## config.mk

```make
export PLATFORM = sky130hd
export DESIGN_NAME = irmt_ctrl
export DESIGN_NICKNAME = d
export VERILOG_FILES = /design/src/rtl/igmp_report_membership_table_assert.svh /design/src/rtl/irmt_pkg.sv /design/src/rtl/irmt_ctrl.sv
export SDC_FILE = /design/constraint.sdc
export NUM_CORES = 1
export LEC_CHECK = 0
export BUFFER_PORTS_ARGS = -buffer_cell sky130_fd_sc_hd__buf_4
export CAP_MARGIN = 5
export CORE_ASPECT_RATIO = 0.5
export CORE_MARGIN = 2
export CORE_UTILIZATION = 30
export CTS_CLUSTER_DIAMETER = 150
export CTS_CLUSTER_SIZE = 8
export DETAILED_ROUTE_END_ITERATION = 16
export GPL_TIMING_DRIVEN = 0
export PLACE_DENSITY = 0.55
export SLEW_MARGIN = 40
export SYNTH_ARGS = -nofsm -noshare
export SYNTH_HDL_FRONTEND = slang
export SYNTH_SLANG_ARGS = --single-unit
```

## constraint.sdc

```tcl
create_clock -name clock -period 2.54 [get_ports clock]
set_input_delay 0.508 -clock clock [delete_from_list [all_inputs] [get_ports clock]]
set_output_delay 0.508 -clock clock [all_outputs]
set_load 0.01 [all_outputs]
```

## src/rtl/igmp_report_membership_table_assert.svh

```systemverilog
// Assertion macros used by the RTL top level.
`ifndef IGMP_REPORT_MEMBERSHIP_TABLE_ASSERT_SVH
`define IGMP_REPORT_MEMBERSHIP_TABLE_ASSERT_SVH
`ifndef SYNTHESIS
`define IRMT_ASSERT_IMPL(lbl, clk, rst, ante, cons) \
   lbl: assert property (@(posedge clk) disable iff (rst) (ante) |-> (cons)) \
      else $error("irmt implication check failed");
`define IRMT_ASSERT_NEXT(lbl, clk, rst, ante, cons) \
   lbl: assert property (@(posedge clk) disable iff (rst) (ante) |=> (cons)) \
      else $error("irmt next-cycle check failed");
`else
`define IRMT_ASSERT_IMPL(lbl, clk, rst, ante, cons)
`define IRMT_ASSERT_NEXT(lbl, clk, rst, ante, cons)
`endif
`endif

```

## src/rtl/irmt_pkg.sv

```systemverilog
package irmt_pkg;

   localparam logic [2:0] STATUS_OK    = 3'd0;
   localparam logic [2:0] STATUS_CSUM  = 3'd1;
   localparam logic [2:0] STATUS_LEN   = 3'd2;
   localparam logic [2:0] STATUS_TYPE  = 3'd3;
   localparam logic [2:0] STATUS_TRUNC = 3'd4;

   localparam logic [7:0] MSG_V1_REPORT = 8'h12;
   localparam logic [7:0] MSG_V2_REPORT = 8'h16;
   localparam logic [7:0] MSG_V2_LEAVE  = 8'h17;
   localparam logic [7:0] MSG_V3_REPORT = 8'h22;

   localparam logic [7:0] REC_IS_INCLUDE = 8'd1;
   localparam logic [7:0] REC_IS_EXCLUDE = 8'd2;
   localparam logic [7:0] REC_TO_INCLUDE = 8'd3;
   localparam logic [7:0] REC_TO_EXCLUDE = 8'd4;

   localparam logic [16:0] CSUM_GOOD = 17'h0ffff;

   // wide enough for a record end position: pos + 8 + 4*65535 + 4*255
   localparam int SZW = 20;

   typedef enum logic [4:0] {
      S_IDLE, S_CHECK, S_HDR, S_HDR_DEC, S_REC_CHK, S_REC_RD, S_REC_SZ,
      S_G_INIT, S_G_RD, S_G_CMP, S_G_DONE, S_M_RD, S_M_CMP, S_M_DONE,
      S_L_RD, S_L_WR, S_L_END, S_Q_RD, S_RESP
   } state_type;

   typedef enum logic [4:0] {
      UOP_NONE, UOP_ACCEPT, UOP_CHECK, UOP_READ, UOP_HDR, UOP_RCHK, UOP_RSZ,
      UOP_GINIT, UOP_GRD, UOP_GCMP, UOP_GDONE, UOP_MRD, UOP_MCMP, UOP_MDONE,
      UOP_LRD, UOP_LWR, UOP_LEND, UOP_QRD, UOP_RESP
   } uop_type;

   typedef enum logic [1:0] {OP_NONE, OP_JOIN, OP_LEAVE, OP_QUERY} op_type;

   typedef struct packed {
      logic   chk_bad;
      logic   rd_done;
      logic   hdr_op;
      logic   hdr_v3;
      logic   v3;
      logic   rec_end;
      logic   rec_trunc;
      logic   size_bad;
      logic   rec_op;
      logic   g_hit;
      logic   g_last;
      logic   found;
      logic   free_found;
      op_type op;
      logic   m_end;
      logic   m_hit;
      logic   l_end;
      logic   rsp_free;
   } flags_type;

endpackage

```

## src/rtl/irmt_ctrl.sv

```systemverilog
module irmt_ctrl (
   input  logic                clock,
   input  logic                reset,
   input  logic                req_valid,
   input  logic                req_cmd,
   input  logic                req_last_byte,
   input  irmt_pkg::flags_type flags,
   output irmt_pkg::uop_type   uop,
   output logic                req_ready
);
   import irmt_pkg::*;

   state_type state_ff, state_in, after_op;

   assign after_op  = flags.v3 ? S_REC_CHK : S_RESP;
   assign req_ready = (state_ff == S_IDLE);

   always_ff @(posedge clock) begin
      if (reset) begin
         state_ff <= S_IDLE;
      end else begin
         state_ff <= state_in;
      end
   end

   always_comb begin
      state_in = state_ff;
      case (state_ff)
         S_IDLE: begin
            if (req_valid) begin
               if (req_cmd) state_in = S_G_INIT;
               else if (req_last_byte) state_in = S_CHECK;
            end
         end
         S_CHECK:   state_in = flags.chk_bad ? S_RESP : S_HDR;
         S_HDR:     if (flags.rd_done) state_in = S_HDR_DEC;
         S_HDR_DEC: begin
            if (flags.hdr_op) state_in = S_G_INIT;
            else if (flags.hdr_v3) state_in = S_REC_CHK;
            else state_in = S_RESP;
         end
         S_REC_CHK: begin
            if (flags.rec_end || flags.rec_trunc) state_in = S_RESP;
            else state_in = S_REC_RD;
         end
         S_REC_RD:  if (flags.rd_done) state_in = S_REC_SZ;
         S_REC_SZ: begin
            if (flags.size_bad) state_in = S_RESP;
            else if (flags.rec_op) state_in = S_G_INIT;
            else state_in = S_REC_CHK;
         end
         S_G_INIT:  state_in = S_G_RD;
         S_G_RD:    state_in = S_G_CMP;
         S_G_CMP:   state_in = (flags.g_hit || flags.g_last) ? S_G_DONE : S_G_RD;
         S_G_DONE: begin
            if (flags.op == OP_QUERY) state_in = S_Q_RD;
            else if (flags.found) state_in = S_M_RD;
            else if (flags.op == OP_JOIN && flags.free_found) state_in = S_M_DONE;
            else state_in = after_op;
         end
         S_M_RD:    state_in = flags.m_end ? S_M_DONE : S_M_CMP;
         S_M_CMP: begin
            if (!flags.m_hit) state_in = S_M_RD;
            else if (flags.op == OP_JOIN) state_in = after_op;
            else state_in = S_L_RD;
         end
         S_M_DONE:  state_in = after_op;
         S_L_RD:    state_in = flags.l_end ? S_L_END : S_L_WR;
         S_L_WR:    state_in = S_L_RD;
         S_L_END:   state_in = after_op;
         S_Q_RD:    state_in = S_RESP;
         S_RESP:    if (flags.rsp_free) state_in = S_IDLE;
         default:   state_in = S_IDLE;
      endcase
   end

   always_comb begin
      uop = UOP_NONE;
      case (state_ff)
         S_IDLE:    if (req_valid) uop = UOP_ACCEPT;
         S_CHECK:   uop = UOP_CHECK;
         S_HDR:     uop = UOP_READ;
         S_HDR_DEC: uop = UOP_HDR;
         S_REC_CHK: uop = UOP_RCHK;
         S_REC_RD:  uop = UOP_READ;
         S_REC_SZ:  uop = UOP_RSZ;
         S_G_INIT:  uop = UOP_GINIT;
         S_G_RD:    uop = UOP_GRD;
         S_G_CMP:   uop = UOP_GCMP;
         S_G_DONE:  uop = UOP_GDONE;
         S_M_RD:    if (!flags.m_end) uop = UOP_MRD;
         S_M_CMP:   uop = UOP_MCMP;
         S_M_DONE:  uop = UOP_MDONE;
         S_L_RD:    if (!flags.l_end) uop = UOP_LRD;
         S_L_WR:    uop = UOP_LWR;
         S_L_END:   uop = UOP_LEND;
         S_Q_RD:    uop = UOP_QRD;
         S_RESP:    if (flags.rsp_free) uop = UOP_RESP;
         default:   uop = UOP_NONE;
      endcase
   end

endmodule

```

# After elaboration in Yosys (flattened, before gate mapping)
# Index checks and enable logic that the tools add are counted.
# word_totals
reg_bits	5
elab_cells	60
# classes
eq_ne	25
muxes	27
reduce_logical	7
# op_table
op	n
$pmux 5 s18	2
$mux 5	19
$eq 5x4->1 const B	8
$eq 5x3->1 const B	4
$eq 5x5->1 const B	3
$eq 5x2->1 const B	2
$mux 4	2
$ne 2x2->1 const B	4
$eq 5x1->1 const B	1
$logic_not 5->1	1
$reduce_and 5->1	1
$mux 2	2
$reduce_or 2->1	2
$ne 3x3->1 const B	1
$eq 2x1->1 const B	1
$eq 2x2->1 const B	1
$logic_or 1x1->1	2
$mux 1	2
$logic_and 1x1->1	1

# Longest topological paths before layout
# logic_depth
ltp_word	6
depth_mapped	8
depth_no_buf	5

# Worst setup path before layout
# No wires, ideal clock.
# synth_path
kind	reg-to-output
from	register state_ff[3]
to	output uop[2]
t_arrival_ps	1489
required_ps	2032
path_slack_ps	543
stages_incl_launch_ff	6
cell_sequence	dfxtp_1 > buf_6 > clkbuf_1 > clkbuf_1 > o21ai_0 > a221oi_1
# synth_via
elab_chain_cells	3
word_cells_on_any_way	21
cone_classes	eq/ne (18); mux (1); reduce/logical (2)
# synth_rtl
item	line_no	text
start, declared	irmt_ctrl.sv:13	state_type state_ff, state_in, after_op;
start signal, assigned	irmt_ctrl.sv:22	state_ff <= state_in;
$eq 5x3->1 or $eq 5x2->1 (tied branches)	irmt_ctrl.sv:79	case (state_ff)
$reduce_or 2->1 (no source line)	-	
$pmux 5 s18 *	irmt_ctrl.sv:79	
end, declared	irmt_ctrl.sv:8	output irmt_pkg::uop_type uop,
# Mark *: on every way between the ends. The rest lies on a longest branch, timed or not.

# Worst setup path after layout
# layout_path
from	register state_ff[4]
to	output uop[1]
# Same word-level chain as after synthesis.

==> results_dict.tcl <==
set metrics [dict create \
    grt_antenna_before_repair 0 \
    power.density_nw_per_um2 852 \
    ir_drop_mv 0.358 \
    tightest_slew_ns 0.479 \
    hp-class "input pin to flop" \
    via_count 1289 \
    synth_fp_nets 171 \
    die-height_microns 43.8 \
    std_cell_rows 14 \
    setup_viol 0 \
    clock_sinks 5 \
    placedCellCount 215 \
    yosys.area.top_type "dfxtp_1" \
    utilization_pct 41.7 \
    wl_microns 3580 \
    critical_path_class "flop to output pin" \
    synth-async-reset-ratio_pct 0 \
    drive_gt1_share_pct 23.6 \
    dp_hpwl_microns 2770 \
    antennaDiodeCount 0 \
    hold_viol 0 \
    via_per_inst 5.91 \
    fmax_mhz 419 \
    nNetsFinal 203 \
    final.setup.tns_ns 0 \
    firstDrtPassIters 4 \
    max_stage_delay_ns 0.50 \
    hold-path-endpoint "state_ff[3]" \
    power_leakage_nw 0.470 \
    cts_tree "done" \
    synth_edf_count 0 \
    reg2reg_from "state_ff[1]" \
    die_w_microns 83.6 \
    gr-total-overflow 0 \
    r2r_end "state_ff[4]" \
    min_from "reset" \
    synth_top_cells_by_count "14 x a21oi_1, 14 x nor2_1, 12 x nand2_1" \
    grt_first_pass_wirelength_microns 5460 \
    ys.flop_type "dfxtp_1" \
    cp-start-kind "flop" \
    rsz0062_at_grt "no" \
    clockPowerShare_pct 13.2 \
    internal_power_uw 552 \
    path_buf_inv 2 \
    fin_cells 218 \
    wire_per_inst_microns 16.4 \
    holdPathStages 2 \
    netSwitchingPower_uw 519 \
    netlist_area_sq_um 951 \
    reg2reg_slack_ns 0.60 \
    cp-end-kind "output pin" \
    postRouteAntennaNets 0 \
    seq_area_sq_um 100 \
    core_area_sq_um 3010 \
    critPathMaxFanout 10 \
    comb_power_share_pct 73.6 \
    syn2layout_area_growth_pct 32.2 \
    grt_max_degree 11 \
    synth_cells 147 \
    clockBufferDepth 2 \
    worstRegToRegCells 7 \
    drv_slew 0 \
    cp.arrival_ns 1.88 \
    cts-buffers-inserted 3 \
    maxCapViolations 0 \
    gp_congestion 0.907 \
    yosys_warnings 0 \
    initial_core_util_pct 31.6 \
    post-route-period-util_pct 94.0 \
    track_usage_pct 18.8 \
    holdWs_ns 0.505 \
    top_register "state_ff" \
    fin_crit_ns 2.39 \
    ys_types 49 \
    grt_pass1_vias 1104 \
    io-pin-count 30 \
    synthDominantCellAreaShare_pct 10.5 \
    ys_seq_elements 5 \
    avgSynthCellArea_sq_um 6.47 \
    critPathTopFamily "compound AO/OA/AOI/OAI gates" \
    clkTransAtPathRegs_ns 0.03 \
    cpMaxStageDelayCell "dfxtp_1" \
    drc 0 \
    critical_path.cell_chain "clkbuf_2, nor2b_1, a21oi_1, o31a_1, o221ai_1, buf_4" \
    yosys-top-cells-area "dfxtp_1 11%, a21oi_1 7.4%, nor2_1 5.5%, nand2b_1 5.3%, nand2_1 4.7%" \
    yosysSeqAreaShare_pct 10.5 \
    fin_skew_ns 0.00186 \
    cp.required_ns 2.03 \
    reg.largest.list "state_ff: 5 flops" \
    power_frac_seq_pct 13.2 \
    switching_share_pct 48.5 \
    cts_root_buf "clkbuf_8" \
    htreeDepth 1 \
    run_status "finished, final reports clean" \
    detail_route.iter0.violations 179 \
    relSlewSlack_pct 68.0 \
    fillers 344 \
    worstSkewPairLatency_ns 0.22 \
    largest_reg_flops 5 \
    die_area_sq_um 3660 \
    io_buffers 28 \
    multi_input_area_sq_um 779 \
]
-- per-layer routing --
metal / share of wire (%) / vias up / wire length (microns) / global-route usage (%)
met5: 0 / - / 0 / 0
met4: 0 / 0 / 0 / 2.90
met3: 11 / 0 / 391 / 5.14
met2: 42 / 64 / 1500 / 26.9
met1: 47 / 590 / 1690 / 28.3
li1: - / 635 / - / -
-- kinds of logic after synthesis --
kind of cell | share of synthesized area [%]
DFF | 10.5
buffers and inverters | 7.50
AOI/OAI and AO/OA | 42.0
and+or+nand+nor | 40.0
-- worst max path at each step --
stage                           start     end  slack [ns]  cells past startpoint
after floorplan           state_ff[3]  uop[2]        0.54                      5
after global placement    state_ff[3]  uop[2]        0.23                      6
after detailed placement  state_ff[3]  uop[2]        0.21                      6
after CTS                 state_ff[0]  uop[2]        0.03                      7
after global routing      state_ff[4]  uop[1]        0.09                      6
final                     state_ff[4]  uop[1]        0.15                      6
-- area by class of cell --
class	count	share of cell area [%]
buffer	10	4.28
sequential	5	7.96
clock buffer	4	3.58
multi-input combinational	126	62.0
inverter	5	1.49
timing repair buffer	28	16.7
tap	40	3.98
-- power by group through the flow --
| stage | Combinational [mW] | Clock, mW | Sequential (mW) |
|---|---|---|---|
| finish | 0.788 | 0.142 | 0.142 |
| global route | 0.847 | 0.153 | 0.143 |
| CTS | 0.766 | 0.147 | 0.138 |
| detailed placement | 0.762 | 0 | 0.139 |
| global placement | 0.774 | 0 | 0.138 |
| floorplan | 0.518 | 0 | 0.126 |
-- placed cells by master (no fill, tap or decap), types with 2 or more instances in the layout --
cell and count:
nor3b_1 3, o2bb2ai_1 2, o22ai_1 5, inv_1 3, buf_2 3, buf_4 28
nor2_1 14, dfxtp_1 5, o32a_1 2, o32ai_1 2, clkbuf_2 4, nand2b_1 8
nand3_1 6, o21ai_0 5, nor2b_1 7, o211ai_1 2, nand3b_1 2, a31oi_1 3
o311ai_0 2, a21oi_1 14, clkbuf_8 3, o221ai_1 2, and2_1 2, nand2_1 12
nor3_1 5, or3_1 5, clkbuf_1 3, o31a_1 2, a32oi_1 2
-- repair_timing --
item	in CTS	in global routing
setup endpoints to repair	1	3
buffers inserted	0	0
hold buffers	0	0
gates cloned	0	0
gates resized for setup	1	5
-- through the flow --
stage | cell area [sq um] | setup WS, ns | power, mW
5_1_grt | 1260 | 0.0891 | 1.14
6_report | 1260 | 0.153 | 1.07
4_1_cts | 1260 | 0.0345 | 1.05
2_1_floorplan | 951 | 0.543 | 0.644
3_3_place_gp | 1210 | 0.228 | 0.911
3_5_place_dp | 1210 | 0.206 | 0.901
Note: power is estimated with default switching activity, not from simulation.
